File: config.mk
export PLATFORM = sky130hd
export DESIGN_NAME = prpq_ram
export DESIGN_NICKNAME = d
export VERILOG_FILES = /design/src/rtl/core/prpq_ram.sv
export SDC_FILE = /design/constraint.sdc
export NUM_CORES = 1
export LEC_CHECK = 0
export BUFFER_PORTS_ARGS = -buffer_cell sky130_fd_sc_hd__buf_4
export CELL_PAD_IN_SITES_DETAIL_PLACEMENT = 0
export CELL_PAD_IN_SITES_GLOBAL_PLACEMENT = 1
export CORE_ASPECT_RATIO = 1.75
export CORE_MARGIN = 4
export CORE_UTILIZATION = 44
export CTS_CLUSTER_DIAMETER = 150
export DETAILED_ROUTE_END_ITERATION = 16
export HOLD_SLACK_MARGIN = 0.05
export MAX_ROUTING_LAYER = met4
export PLACE_DENSITY = 0.69
export REMOVE_ABC_BUFFERS = 1
export SYNTH_ARGS = -nofsm -noshare
export SYNTH_HDL_FRONTEND = slang
export SYNTH_SLANG_ARGS = --single-unit
export TNS_END_PERCENT = 20
File: constraint.sdc
create_clock -name clk -period 2.1 [get_ports clk]
set_input_delay 0.525 -clock clk [delete_from_list [all_inputs] [get_ports clk]]
set_output_delay 0.525 -clock clk [all_outputs]
set_load 0.03 [all_outputs]
File: src/rtl/core/prpq_ram.sv
// generic single-write, single-read RAM with registered read data
// no dependencies
module prpq_ram #(
    parameter int WIDTH = 8,
    parameter int DEPTH = 16
) (
    input  logic                     clk,
    input  logic                     we,
    input  logic [$clog2(DEPTH)-1:0] waddr,
    input  logic [WIDTH-1:0]         wdata,
    input  logic [$clog2(DEPTH)-1:0] raddr,
    output logic [WIDTH-1:0]         rdata
);

    logic [WIDTH-1:0] store_reg [DEPTH];
    logic [WIDTH-1:0] rdata_reg;

    // write port
    always_ff @(posedge clk)
    begin
        if (we)
        begin
            store_reg[waddr] <= wdata;
        end
    end

    // registered read port, old data on a same-address write
    always_ff @(posedge clk)
    begin
        rdata_reg <= store_reg[raddr];
    end

    assign rdata = rdata_reg;

endmodule

==> After elaboration in Yosys (flattened, before gate mapping) <==
Memories as Yosys holds them, arrays and structs flattened. A register that Yosys moved wholly into a read port is not among the register bits.
Index checks and enable logic that the tools add are counted.
{ "totals": {"ff_bits": 0, "ram_bits": 128, "inputBits": 18, "out_inout_bits": 8, "wordCells": 3, "mem_count": 1} }
{ "op_classes": {"mux": 2} }
{ "mem_list": {"columns": ["memory", "depth", "word_bits", "rd", "rd_clocked_by_memory_dff", "wr", "line_no", "text"], "rows": [
  ["store_reg", 16, 8, 1, 1, 1, "15", "logic [WIDTH-1:0] store_reg [DEPTH];"]
]} }
{ "ops": {"columns": ["operator", "count"], "rows": [
  ["1-bit 2-to-1 mux", 2]
]} }

==> Longest topological paths before layout <==
{ "depth": {"word_depth": 2, "mapped_depth": 5, "mapped_depth_nobuf": 3} }

==> Least setup slack after synthesis <==
OpenSTA, ideal clock, no wires.
{ "synth_path": {"path_type": "input-to-reg", "start": "in waddr[2]", "end": "mem store_reg[0][0] (enable)", "setup_ns": 0.383, "t_arrival_ns": 1.635, "t_required_ns": 1.717, "slack_ns": 0.082, "stages": 2, "n_path_buf": 0, "cell_sequence": "or3b_2 -> nor3_1"} }
{ "synth_rtl": {"columns": ["element", "line_no", "text"], "rows": [
  ["start: declaration", "9", "input logic [$clog2(DEPTH)-1:0] waddr,"],
  ["end: declaration", "15", null]
]} }
No word-level cell before the write port.

==> metrics.txt <==
fmax=668 MHz; post-synthesis compound-gate area fraction=2.33%; Largest register FFs=128; post-synthesis sequential area ratio=77.8%; port bufs=25; Vias/cell=5.53; Die X=89.8 um; HP Start=wdata[2]; share of cells above drive strength 1=31.9%; Initial DRT Pass Iterations=4; Syn Std Cell Area=0.00515 sq mm; # DRC=0; RR Endpoint=rdata[5]$_DFF_P_; Initial Util=44.7%; Critical R2R Launch=store_reg[1][5]$_DFFE_PP_; WL final=9710 um; Fin Setup TNS=0 ps; most common cell after layout, fill and taps aside=edfxtp_1; most frequent cells in the layout=edfxtp_1, buf_4, mux4_2; critical path peak fanout=17; Adder-Cell Fraction of Synth Area=0%; CTS buffer count=17; CTS Buffer Depth=2; mux cell area share after synthesis=15.0%; largest family of logic cells by synthesized area=multiplexers; IO Count=26; largest net degree at the start of global routing=33; Die Ht=151 um; run status=completed; synth warn=0; max-slew violation count=0; worst hold slack=424 ps; post-layout min period=1500 ps; Data required, critical path=2380 ps; placed cells=401; clock skew=6.21 ps; Setup Buffers After CTS=0; 1st-iter DRT viols=151; GRT Total Usage=15.9%; RSZ-0062 raised after global routing=false; first-pass GRT wire length=14900 um; worst rel slew slack=70.7%; Area Overhead vs Synth=20.8%; Synth Instances=229; Wirelength per Cell=22.4 um; nets=303; post-cts gate resize count=0; antenna-violating nets left=0; HPWL after DPL=6490 um; H-tree Lvls=4; CP startpoint kind=primary input; Std-Cell Rows=52; Hold Fails Final Rpt=0; vias in the first global route=2462; Final Wtd Congestion=0.769; core area=0.0115 sq mm; utilization after layout=54.0%; Simple-Gate Fraction of Synth Area=3.18%; CTS Root Cell=clkbuf_16; Synth Register Bits=136; Worst setup EP type=flip-flop; Clk Latency, worst-skew pair=400 ps; worst hold path stage count=1; initial antenna violation count=0; max cap viols=0; Crit Path Category=in2reg; Unique masters post-synth=19; Worst R2R Setup Slack=770 ps; Max IR drop VDD=525 uV; Pwr per Cell Area=1030 mW/mm^2; Synth Area in XOR/XNOR=0%; Setup Viol. Count Final=0; Worst EP arrival=1780 ps; Tcrit/Tclk final=71.3%; CTS tree=yes; Mean Syn Cell Area=22.5 sq um; die area=0.0136 sq mm; CTS Hold Bufs=0; clk sinks=136; Slew @ Worst Pin=440 ps; n_diodes=0; worst r2r path cells=3; GR Overflow Total=0; Leak Pwr=2.14 nW; Worst-path clk slew=60 ps; HP Class=in2reg; vias=2394; fin cells=433; Worst Hold Path EP=store_reg[7][2]$_DFFE_PP_
power breakdown:
part           internal, mW  switching (mW)  total (mW)
clock network          1.97            1.04        3.01
logic                 0.145           0.188       0.333
registers              3.04          0.0165        3.05
worst max path at each step:
| stage | startpoint | end | slack [ps] | depth (start not counted) |
|---|---|---|---|---|
| 2_1_floorplan | waddr[2] | store_reg[0][0]$_DFFE_PP_ | 80 | 2 |
| 3_3_place_gp | raddr[0] | rdata[7]$_DFF_P_ | 190 | 5 |
| 3_5_place_dp | raddr[0] | rdata[7]$_DFF_P_ | 160 | 5 |
| 4_1_cts | raddr[0] | rdata[7]$_DFF_P_ | 580 | 5 |
| 5_1_grt | raddr[0] | rdata[7]$_DFF_P_ | 560 | 5 |
| 6_report | raddr[0] | rdata[7]$_DFF_P_ | 600 | 5 |
logic make-up (layout without fill, tap and decap cells):
kind of cell	count (synthesis)	after routing
muxes	32	32
DFF	136	136
and+or+nand+nor	35	35
AOI/OAI and AO/OA	16	16
buffers and inverters	10	79
final cells by class:
class	count	area [sq um]
Timing Repair Buffer	47	378
Fill cell	869	5300
Sequential cell	136	4000
Multi-Input combinational cell	83	1060
Clock inverter	14	180
Clock buffer	18	429
Tap cell	135	169
cells in the mapped netlist:
library cell     instances  area, sq um
and2b_1                  1         7.51
mux4_1                  14          368
buf_4                    1         7.51
nand2_1                  9         33.8
nor2b_1                  1         6.26
or3b_2                   1         8.76
edfxtp_1               128         3840
and2_1                   1         6.26
nand3b_1                 2         15.0
buf_6                    3         33.8
dfxtp_1                  8          160
nand3_1                  1         5.00
buf_2                    3         15.0
a22oi_1                 16          120
mux4_2                  18          405
nor3_1                   4         20.0
clkdlybuf4s25_2          3         30.0
nand2b_1                 2         12.5
nor2_1                  13         48.8
per-layer routing:
layer | share of wire, % | vias up | track usage [%]
met2 | 57 | 52 | 27.9
met3 | 3.1 | 6 | 4.22
li1 | - | 1085 | -
met4 | 0.93 | 0 | 6.14
met1 | 39 | 1251 | 17.4
met5 | 0 | - | -
worst max-delay path: stages:
cell,delay [ps]
buf_4,180
buf_12,210
mux4_2,510
a22oi_1,240
nand2_1,90
per-stage QoR:
step	area (sq um)	total power [mW]	worst slack, ps
2_1_floorplan	5060	3.26	82.1
6_report	6220	6.40	603
4_1_cts	6220	6.44	584
5_1_grt	6220	6.62	556
3_3_place_gp	5610	3.44	185
3_5_place_dp	5610	3.45	158
No activity file was read; power rests on OpenSTA's default activity.
