## config.mk

```make
export PLATFORM = sky130hd
export DESIGN_NAME = prpq_div
export DESIGN_NICKNAME = d
export VERILOG_FILES = /design/src/rtl/core/prpq_pkg.sv /design/src/rtl/core/prpq_div.sv
export SDC_FILE = /design/constraint.sdc
export NUM_CORES = 1
export LEC_CHECK = 0
export ABC_AREA = 0
export CORE_MARGIN = 5
export CORE_UTILIZATION = 30
export DETAILED_ROUTE_END_ITERATION = 8
export DONT_BUFFER_PORTS = 1
export PLACE_DENSITY = 0.5
export RECOVER_POWER = 25
export SYNTH_ARGS = -nofsm -noshare
export SYNTH_HDL_FRONTEND = slang
export SYNTH_SLANG_ARGS = --single-unit
```

## constraint.sdc

```tcl
create_clock -name clk -period 8.95 [get_ports clk]
set_input_delay 1.3425 -clock clk [delete_from_list [all_inputs] [get_ports clk]]
set_output_delay 1.3425 -clock clk [all_outputs]
set_load 0.005 [all_outputs]
```

## src/rtl/core/prpq_pkg.sv

```systemverilog
// package for the packet rate pacer queue: widths, codes and beat types
// no dependencies; used by the interfaces, divider, core and checker
package prpq_pkg;

    localparam int QUEUE_DEPTH   = 64;
    localparam int TIME_BITS     = 48;
    localparam int PTR_W         = $clog2(QUEUE_DEPTH);
    localparam int CNT_W         = $clog2(QUEUE_DEPTH + 1);
    localparam int LEN_W         = 16;
    localparam int TAG_W         = 16;
    localparam int TOTAL_W       = $clog2(QUEUE_DEPTH * 65535 + 1);
    localparam int QB_W          = 22;
    localparam int CFG_W         = 32;
    localparam int CFG_INDEX_W   = 1;
    localparam int BITS_PER_BYTE = 8;
    localparam int US_PER_SECOND = 1000000;
    // widest spacing numerator: max length times bits per byte times us per second
    localparam int NUM_W         = $clog2(65535 * 64'd8000000 + 1);
    localparam int DIV_CNT_W     = $clog2(NUM_W + 1);

    typedef enum logic [1:0] {
        CMD_ENQ   = 2'd0,
        CMD_POP   = 2'd1,
        CMD_CLEAR = 2'd2,
        CMD_NOP   = 2'd3
    } cmd_t;

    typedef enum logic [CFG_INDEX_W-1:0] {
        CFG_RATE  = 1'd0,
        CFG_DELAY = 1'd1
    } cfg_index_t;

    typedef enum logic [2:0] {
        ST_IDLE,
        ST_EXEC,
        ST_CLAMP,
        ST_WRITE,
        ST_DIV,
        ST_SETTLE,
        ST_REPORT
    } state_t;

    typedef struct packed {
        logic [TAG_W-1:0]     tag;
        logic [LEN_W-1:0]     bytes;
        logic [TIME_BITS-1:0] enq_us;
        logic [TIME_BITS-1:0] rel_us;
    } entry_t;

    localparam int ENTRY_W = $bits(entry_t);

    typedef struct packed {
        logic                 accepted;
        logic                 popped_valid;
        logic [TAG_W-1:0]     popped_tag;
        logic [LEN_W-1:0]     popped_bytes;
        logic [TIME_BITS-1:0] popped_enqueue_us;
        logic [TIME_BITS-1:0] popped_release_us;
        logic                 head_valid;
        logic [TIME_BITS-1:0] head_release_us;
        logic [QB_W-1:0]      queued_bytes;
    } res_t;

    // request to the slot spacing divider
    typedef struct packed {
        logic             start;
        logic [NUM_W-1:0] dividend;
        logic [CFG_W-1:0] divisor;
    } div_req_t;

    // answer of the slot spacing divider: rounded-up quotient
    typedef struct packed {
        logic             done;
        logic [NUM_W-1:0] quotient;
    } div_rsp_t;

endpackage

```

## src/rtl/core/prpq_div.sv

```systemverilog
// bit-serial restoring divider, one quotient bit per cycle, rounds up
// depends on prpq_pkg
module prpq_div (
    input  logic                clk,
    input  logic                rst_n,
    input  prpq_pkg::div_req_t  req,
    output prpq_pkg::div_rsp_t  rsp
);

    logic                              run_reg;
    logic                              done_reg;
    logic [prpq_pkg::DIV_CNT_W-1:0]    cnt_reg;
    logic [prpq_pkg::CFG_W-1:0]        rem_reg;
    logic [prpq_pkg::CFG_W-1:0]        rem_next;
    logic [prpq_pkg::NUM_W-1:0]        quo_reg;
    logic [prpq_pkg::CFG_W-1:0]        dvs_reg;
    logic [prpq_pkg::NUM_W-1:0]        result_reg;
    logic [prpq_pkg::CFG_W:0]          rem_sh;
    logic [prpq_pkg::CFG_W+1:0]        diff;
    logic                              ge;

    // one restoring step: shift in next dividend bit, trial subtract
    always_comb
    begin
        rem_sh   = {rem_reg, quo_reg[prpq_pkg::NUM_W-1]};
        diff     = {1'b0, rem_sh} - {2'b00, dvs_reg};
        ge       = !diff[prpq_pkg::CFG_W+1];
        rem_next = ge ? diff[prpq_pkg::CFG_W-1:0] : rem_sh[prpq_pkg::CFG_W-1:0];
    end

    // sequencing control
    always_ff @(posedge clk or negedge rst_n)
    begin
        if (!rst_n)
        begin
            run_reg  <= 1'b0;
            done_reg <= 1'b0;
            cnt_reg  <= '0;
        end
        else
        begin
            done_reg <= 1'b0;
            if (req.start)
            begin
                run_reg <= 1'b1;
                cnt_reg <= prpq_pkg::DIV_CNT_W'(prpq_pkg::NUM_W);
            end
            else if (run_reg)
            begin
                if (cnt_reg != '0)
                begin
                    cnt_reg <= cnt_reg - 1'b1;
                end
                else
                begin
                    run_reg  <= 1'b0;
                    done_reg <= 1'b1;
                end
            end
        end
    end

    // datapath
    always_ff @(posedge clk)
    begin
        if (req.start)
        begin
            rem_reg <= '0;
            quo_reg <= req.dividend;
            dvs_reg <= req.divisor;
        end
        else if (run_reg)
        begin
            if (cnt_reg != '0)
            begin
                rem_reg <= rem_next;
                quo_reg <= {quo_reg[prpq_pkg::NUM_W-2:0], ge};
            end
            else
            begin
                // round up when a remainder is left
                result_reg <= quo_reg + prpq_pkg::NUM_W'(rem_reg != '0);
            end
        end
    end

    assign rsp.done     = done_reg;
    assign rsp.quotient = result_reg;

endmodule

```

* Word-level counts from Yosys, hierarchy flattened
Index checks and enable logic that the tools add are counted.
Cells by class: add/subtract/negate cells 3, reduce and logical (&&, ||, !) cells 8, bitwise logic cells 2, multiplexer cells 13
Operators with widths (number):
- two-way mux 39 bit | 3
- adder 39 x 1 -> 39 bit | 1
- subtractor 33 x 32 -> 34 bit | 1
- two-way mux 32 bit | 1
- nonzero test 32 bit | 1
- two-way mux 6 bit | 3
- two-way mux 1 bit | 6
- nonzero test 6 bit | 1
- subtractor 6 x 1 -> 6 bit, second input constant | 1
- AND reduction 2 bit | 2
- nonzero test 2 bit | 2
- AND reduction 3 bit | 1
- NOT 1 bit | 2
- zero test 1 bit | 1
Storage, ports and cells: register bits after elaboration 150, input bits 74

* Depth between registers and ports, before layout
depth after elaboration 5, mapped depth 13, gate-level depth less buffers 13

* Worst setup path before layout
OpenSTA, ideal clock, no wires.
path type input -> register, from input port req[71] (netlist name), to register result_reg[0] (netlist name) (enable), data required time 8.458 ns, path slack 3.651 ns, library setup time 0.492 ns, arrival 4.807 ns, stages on the path 4, path buffers 3, path through clkbuf_1 > buf_1 > clkbuf_1 > nor3b_1
Between the ends: cells in the longest elaborated chain, start to end 2
RTL lines:
- start: declaration | line prpq_div.sv:6 | input prpq_pkg::div_req_t req,
- NOT 1 bit (no line)
- AND reduction 3 bit (no line)
- end signal: assignment | line prpq_div.sv:82 | result_reg <= quo_reg + prpq_pkg::NUM_W'(rem_reg != '0);
- end: declaration | line prpq_div.sv:17 | logic [prpq_pkg::NUM_W-1:0] result_reg;
No other way between the ends. A chain may end at the register's enable or synchronous reset.

* Final worst setup path
from register rem_reg[7] (netlist name), to register quo_reg[0] (netlist name), data pin
Between the ends: cells in the longest elaborated chain, start to end 5
RTL lines:
- start: declaration | line prpq_div.sv:13 | logic [prpq_pkg::CFG_W-1:0] rem_reg;
- start signal: assignment | line prpq_div.sv:76 | rem_reg <= rem_next;
- subtractor 33 x 32 -> 34 bit | line prpq_div.sv:26 | diff = {1'b0, rem_sh} - {2'b00, dvs_reg};
- zero test 1 bit | line prpq_div.sv:27 | ge = !diff[prpq_pkg::CFG_W+1];
- two-way mux 39 bit | line prpq_div.sv:74 | if (cnt_reg != '0)
- two-way mux 39 bit | line prpq_div.sv:72 | else if (run_reg)
- two-way mux 39 bit | line prpq_div.sv:66 | if (req.start)
- end signal: assignment | line prpq_div.sv:69 | quo_reg <= req.dividend;
- end signal: assignment | line prpq_div.sv:77 | quo_reg <= {quo_reg[prpq_pkg::NUM_W-2:0], ge};
- end: declaration | line prpq_div.sv:15 | logic [prpq_pkg::NUM_W-1:0] quo_reg;
No other way between the ends. The select of a mux whose other input is x is not followed.

==> flow_summary.ini <==
[final_layout]
area_growth_pct = 12.15
diodes = 0
drive_gt1_frac = 0.1117
layoutNonFillerInstCount = 1093
nets = 850
fillCellCount = 2656
fin_util = 0.3383

[cts]
clockBufferDepth = 2
root_buffer = clkbuf_16
cts_hold_buf = 0
clk_latency_ns = 0.42
cts_tree = done
clkTransAtPathRegs_ns = 0.07
post_cts_buffers = 0
ctsResizeCount = 0
cts.sink_count = 150
numCtsBuffers = 17
htree_num_levels = 4

[synthesis]
ys_warn_count = 0
ys_ff_latch = 150
ys_types = 61
syn_avg_cell_area_sq_um = 10.85
synth_edf_count = 110
synth_largest_area_cell = edfxtp_1
synth_top_area_share = 0.4097
synthCells = 743
synthFlopType = edfxtp_1
async_flop_share = 0.05333
syn-num-nets = 854
synth_area_sq_um = 8063
ys_seq_area_frac = 0.5140
synth_area_leaders = edfxtp_1 (41%), dfxtp_1 (7.9%), ha_1 (5.6%)

[global_routing]
grt_antenna_before_repair = 0
grt_pass1_vias = 5374
track_usage = 0.1219
overflow = 0
grt_pass1_wl_um = 29470
grt_max_degree = 84

[timing]
final-max-slew-violation-count = 0
timing.final.crit_period_ns = 3.745
rsz0062_at_grt = false
timing.setup.tns_ns = 0
skew_ns = 0.009097
setup_viol = 0
timing.fmax_ghz = 0.2670
slew_headroom = 0.3168
finalHoldViolCount = 0
fin_crit_sh = 0.4184
tightest_slew_ns = 1.022
fin_hold_ws_ns = 0.5267

[routing]
met1Wirelength_um = 9259
wl_per_cell_um = 17.01
ant_nets = 0
num_vias = 5499
wl_um = 18590
dr_wl_met3_um = 691
route.detailed.drc = 0
highest_layer = met4
met2WireLength_um = 8460
vias_per_cell = 5.031
drt_pass1_iterations = 4
drt_iter0_markers = 303

[floorplanning]
die-width_um = 173.9
pin_count = 114
start_util = 0.3017
die_h_um = 173.9
core_sq_um = 26730
rows = 60
die_area_sq_um = 30260

[status]
status = finished, final reports clean

[min_path]
hold_start = rem_reg[28]
min_path_type = reg2reg

[critical_path]
critPathMaxStageDelay_ns = 0.44
cp-end-kind = register
r2r_start = rem_reg[7]
critical_path_class = reg2reg
critPathMaxFanout = 30
path_cells = ha_1 -> nand3_1 -> or3_1 -> o22ai_1 -> a211o_1 -> a31oi_4 -> o21ai_2 -> buf_4 -> and2_4 -> mux2_2
cp.arrival_ns = 4.04
cp.required_ns = 9.25
critPathLaunchType = register
crit_path_start = rem_reg[7]
crit_slowest_cell = and2_4

[power]
static-leakage-power_nw = 3.421
pwr_density_cell_nw_per_um2 = 185.7
vdd_drop_max_uv = 74.14

[placed_design]
hpwlAfterDp_um = 13140
post-place-cells = 1061
place_congestion = 0.8073
io_buffers = 0

[job]
max-cap-violations = 0
-- worst paths after layout --
path / to / slack (ns) / depth (start not counted)
max: quo_reg[0] / 5.21 / 10
max in group asynchronous: cnt_reg[2] / 8.27 / 0
min in group asynchronous: cnt_reg[3] / 0.61 / 0
min: rem_reg[28] / 0.53 / 2
max reg2reg: quo_reg[0] / 5.21 / 10
min reg2reg: rem_reg[28] / 0.53 / 2
-- stage by stage --
| stage | worst slack [ns] | total power, mW | cell area, sq um |
|---|---|---|---|
| after global routing | 5.004 | 1.751 | 9042 |
| after floorplan | 3.651 | 0.9232 | 8063 |
| after CTS | 5.185 | 1.704 | 9042 |
| after detailed placement | 5.237 | 0.9482 | 8412 |
| after global placement | 5.246 | 0.9475 | 8412 |
| final | 5.205 | 1.679 | 9042 |
-- critical path, delay by kind of cell (launching register included) --
kind            cells  cell delay [ns]
compound gates      4             1.24
fa+ha+maj           1             0.39
buf+inv             1             0.38
flops               1             0.37
mux                 1             0.22
simple gates        3             1.00
-- layout by cell type, fill, tap and decap left out, drive strengths merged, types with 3 or more instances in the layout --
cell,count
a211oi,4
nand4,22
o21bai,3
a21o,13
nand2b,6
nor2,40
o21ai,26
clkbuf,17
inv,60
nand2,76
ha,36
nor4,11
o21a,3
dfrtp,8
and4,3
buf,6
dfxtp,32
a21oi,46
and3,10
nor3b,5
a221o,17
o211ai,14
xnor2,47
nor3,5
clkinv,7
xor2,21
mux2,39
edfxtp,110
o221ai,4
nand3,28
-- Yosys cell counts, types with 4 or more instances --
master and count:
a221o_1 17, dfxtp_1 32, dfrtp_1 8, a21oi_1 45
edfxtp_1 110, nand4_1 22, nor4_1 11, nor2_1 40
xor2_1 21, ha_1 36, nor3b_1 5, nor3_1 5
o211ai_1 14, inv_1 53, a211oi_1 4, o221ai_1 4
xnor2_1 47, clkbuf_1 21, nand2_1 76, nand2b_1 6
mux2_2 39, o21ai_0 24, nand3_1 28, and3_1 10
a21o_1 13
-- report_power, final --
group	leakage, nW	switching, mW	internal (mW)	total [mW]
clock network	0.306	0.340	0.407	0.747
logic	1.69	0.0635	0.0577	0.121
registers	1.43	0.0256	0.786	0.811
total	3.42	0.429	1.25	1.68
-- final cells by class --
| type | count | area, sq um | area share |
|---|---|---|---|
| sequential | 150 | 4144 | 0.4583 |
| multi-input combinational | 511 | 3597 | 0.3978 |
| tap | 341 | 426.7 | 0.04718 |
| clock buffer | 17 | 425.4 | 0.04705 |
| clock inverter | 15 | 205.2 | 0.02269 |
| inverter | 53 | 198.9 | 0.02200 |
| timing repair buffer | 6 | 45.04 | 0.004981 |
-- logic make-up (layout without fill, tap and decap cells) --
family | count (synthesis) | in the layout | share of synthesized area
compound gates | 150 | 150 | 0.1277
xor+xnor | 68 | 68 | 0.07387
fa+ha+maj | 37 | 37 | 0.05835
buf+inv | 82 | 91 | 0.04097
flops | 150 | 150 | 0.5140
mux | 40 | 40 | 0.05571
simple gates | 216 | 216 | 0.1294
-- layer usage --
| metal | track usage | vias up |
|---|---|---|
| met5 | 0 | - |
| met4 | 0.03134 | 0 |
| met3 | 0.02719 | 13 |
| li1 | - | 2735 |
| met2 | 0.1909 | 138 |
| met1 | 0.1717 | 2613 |
Note: power is estimated with default switching activity, not from simulation.
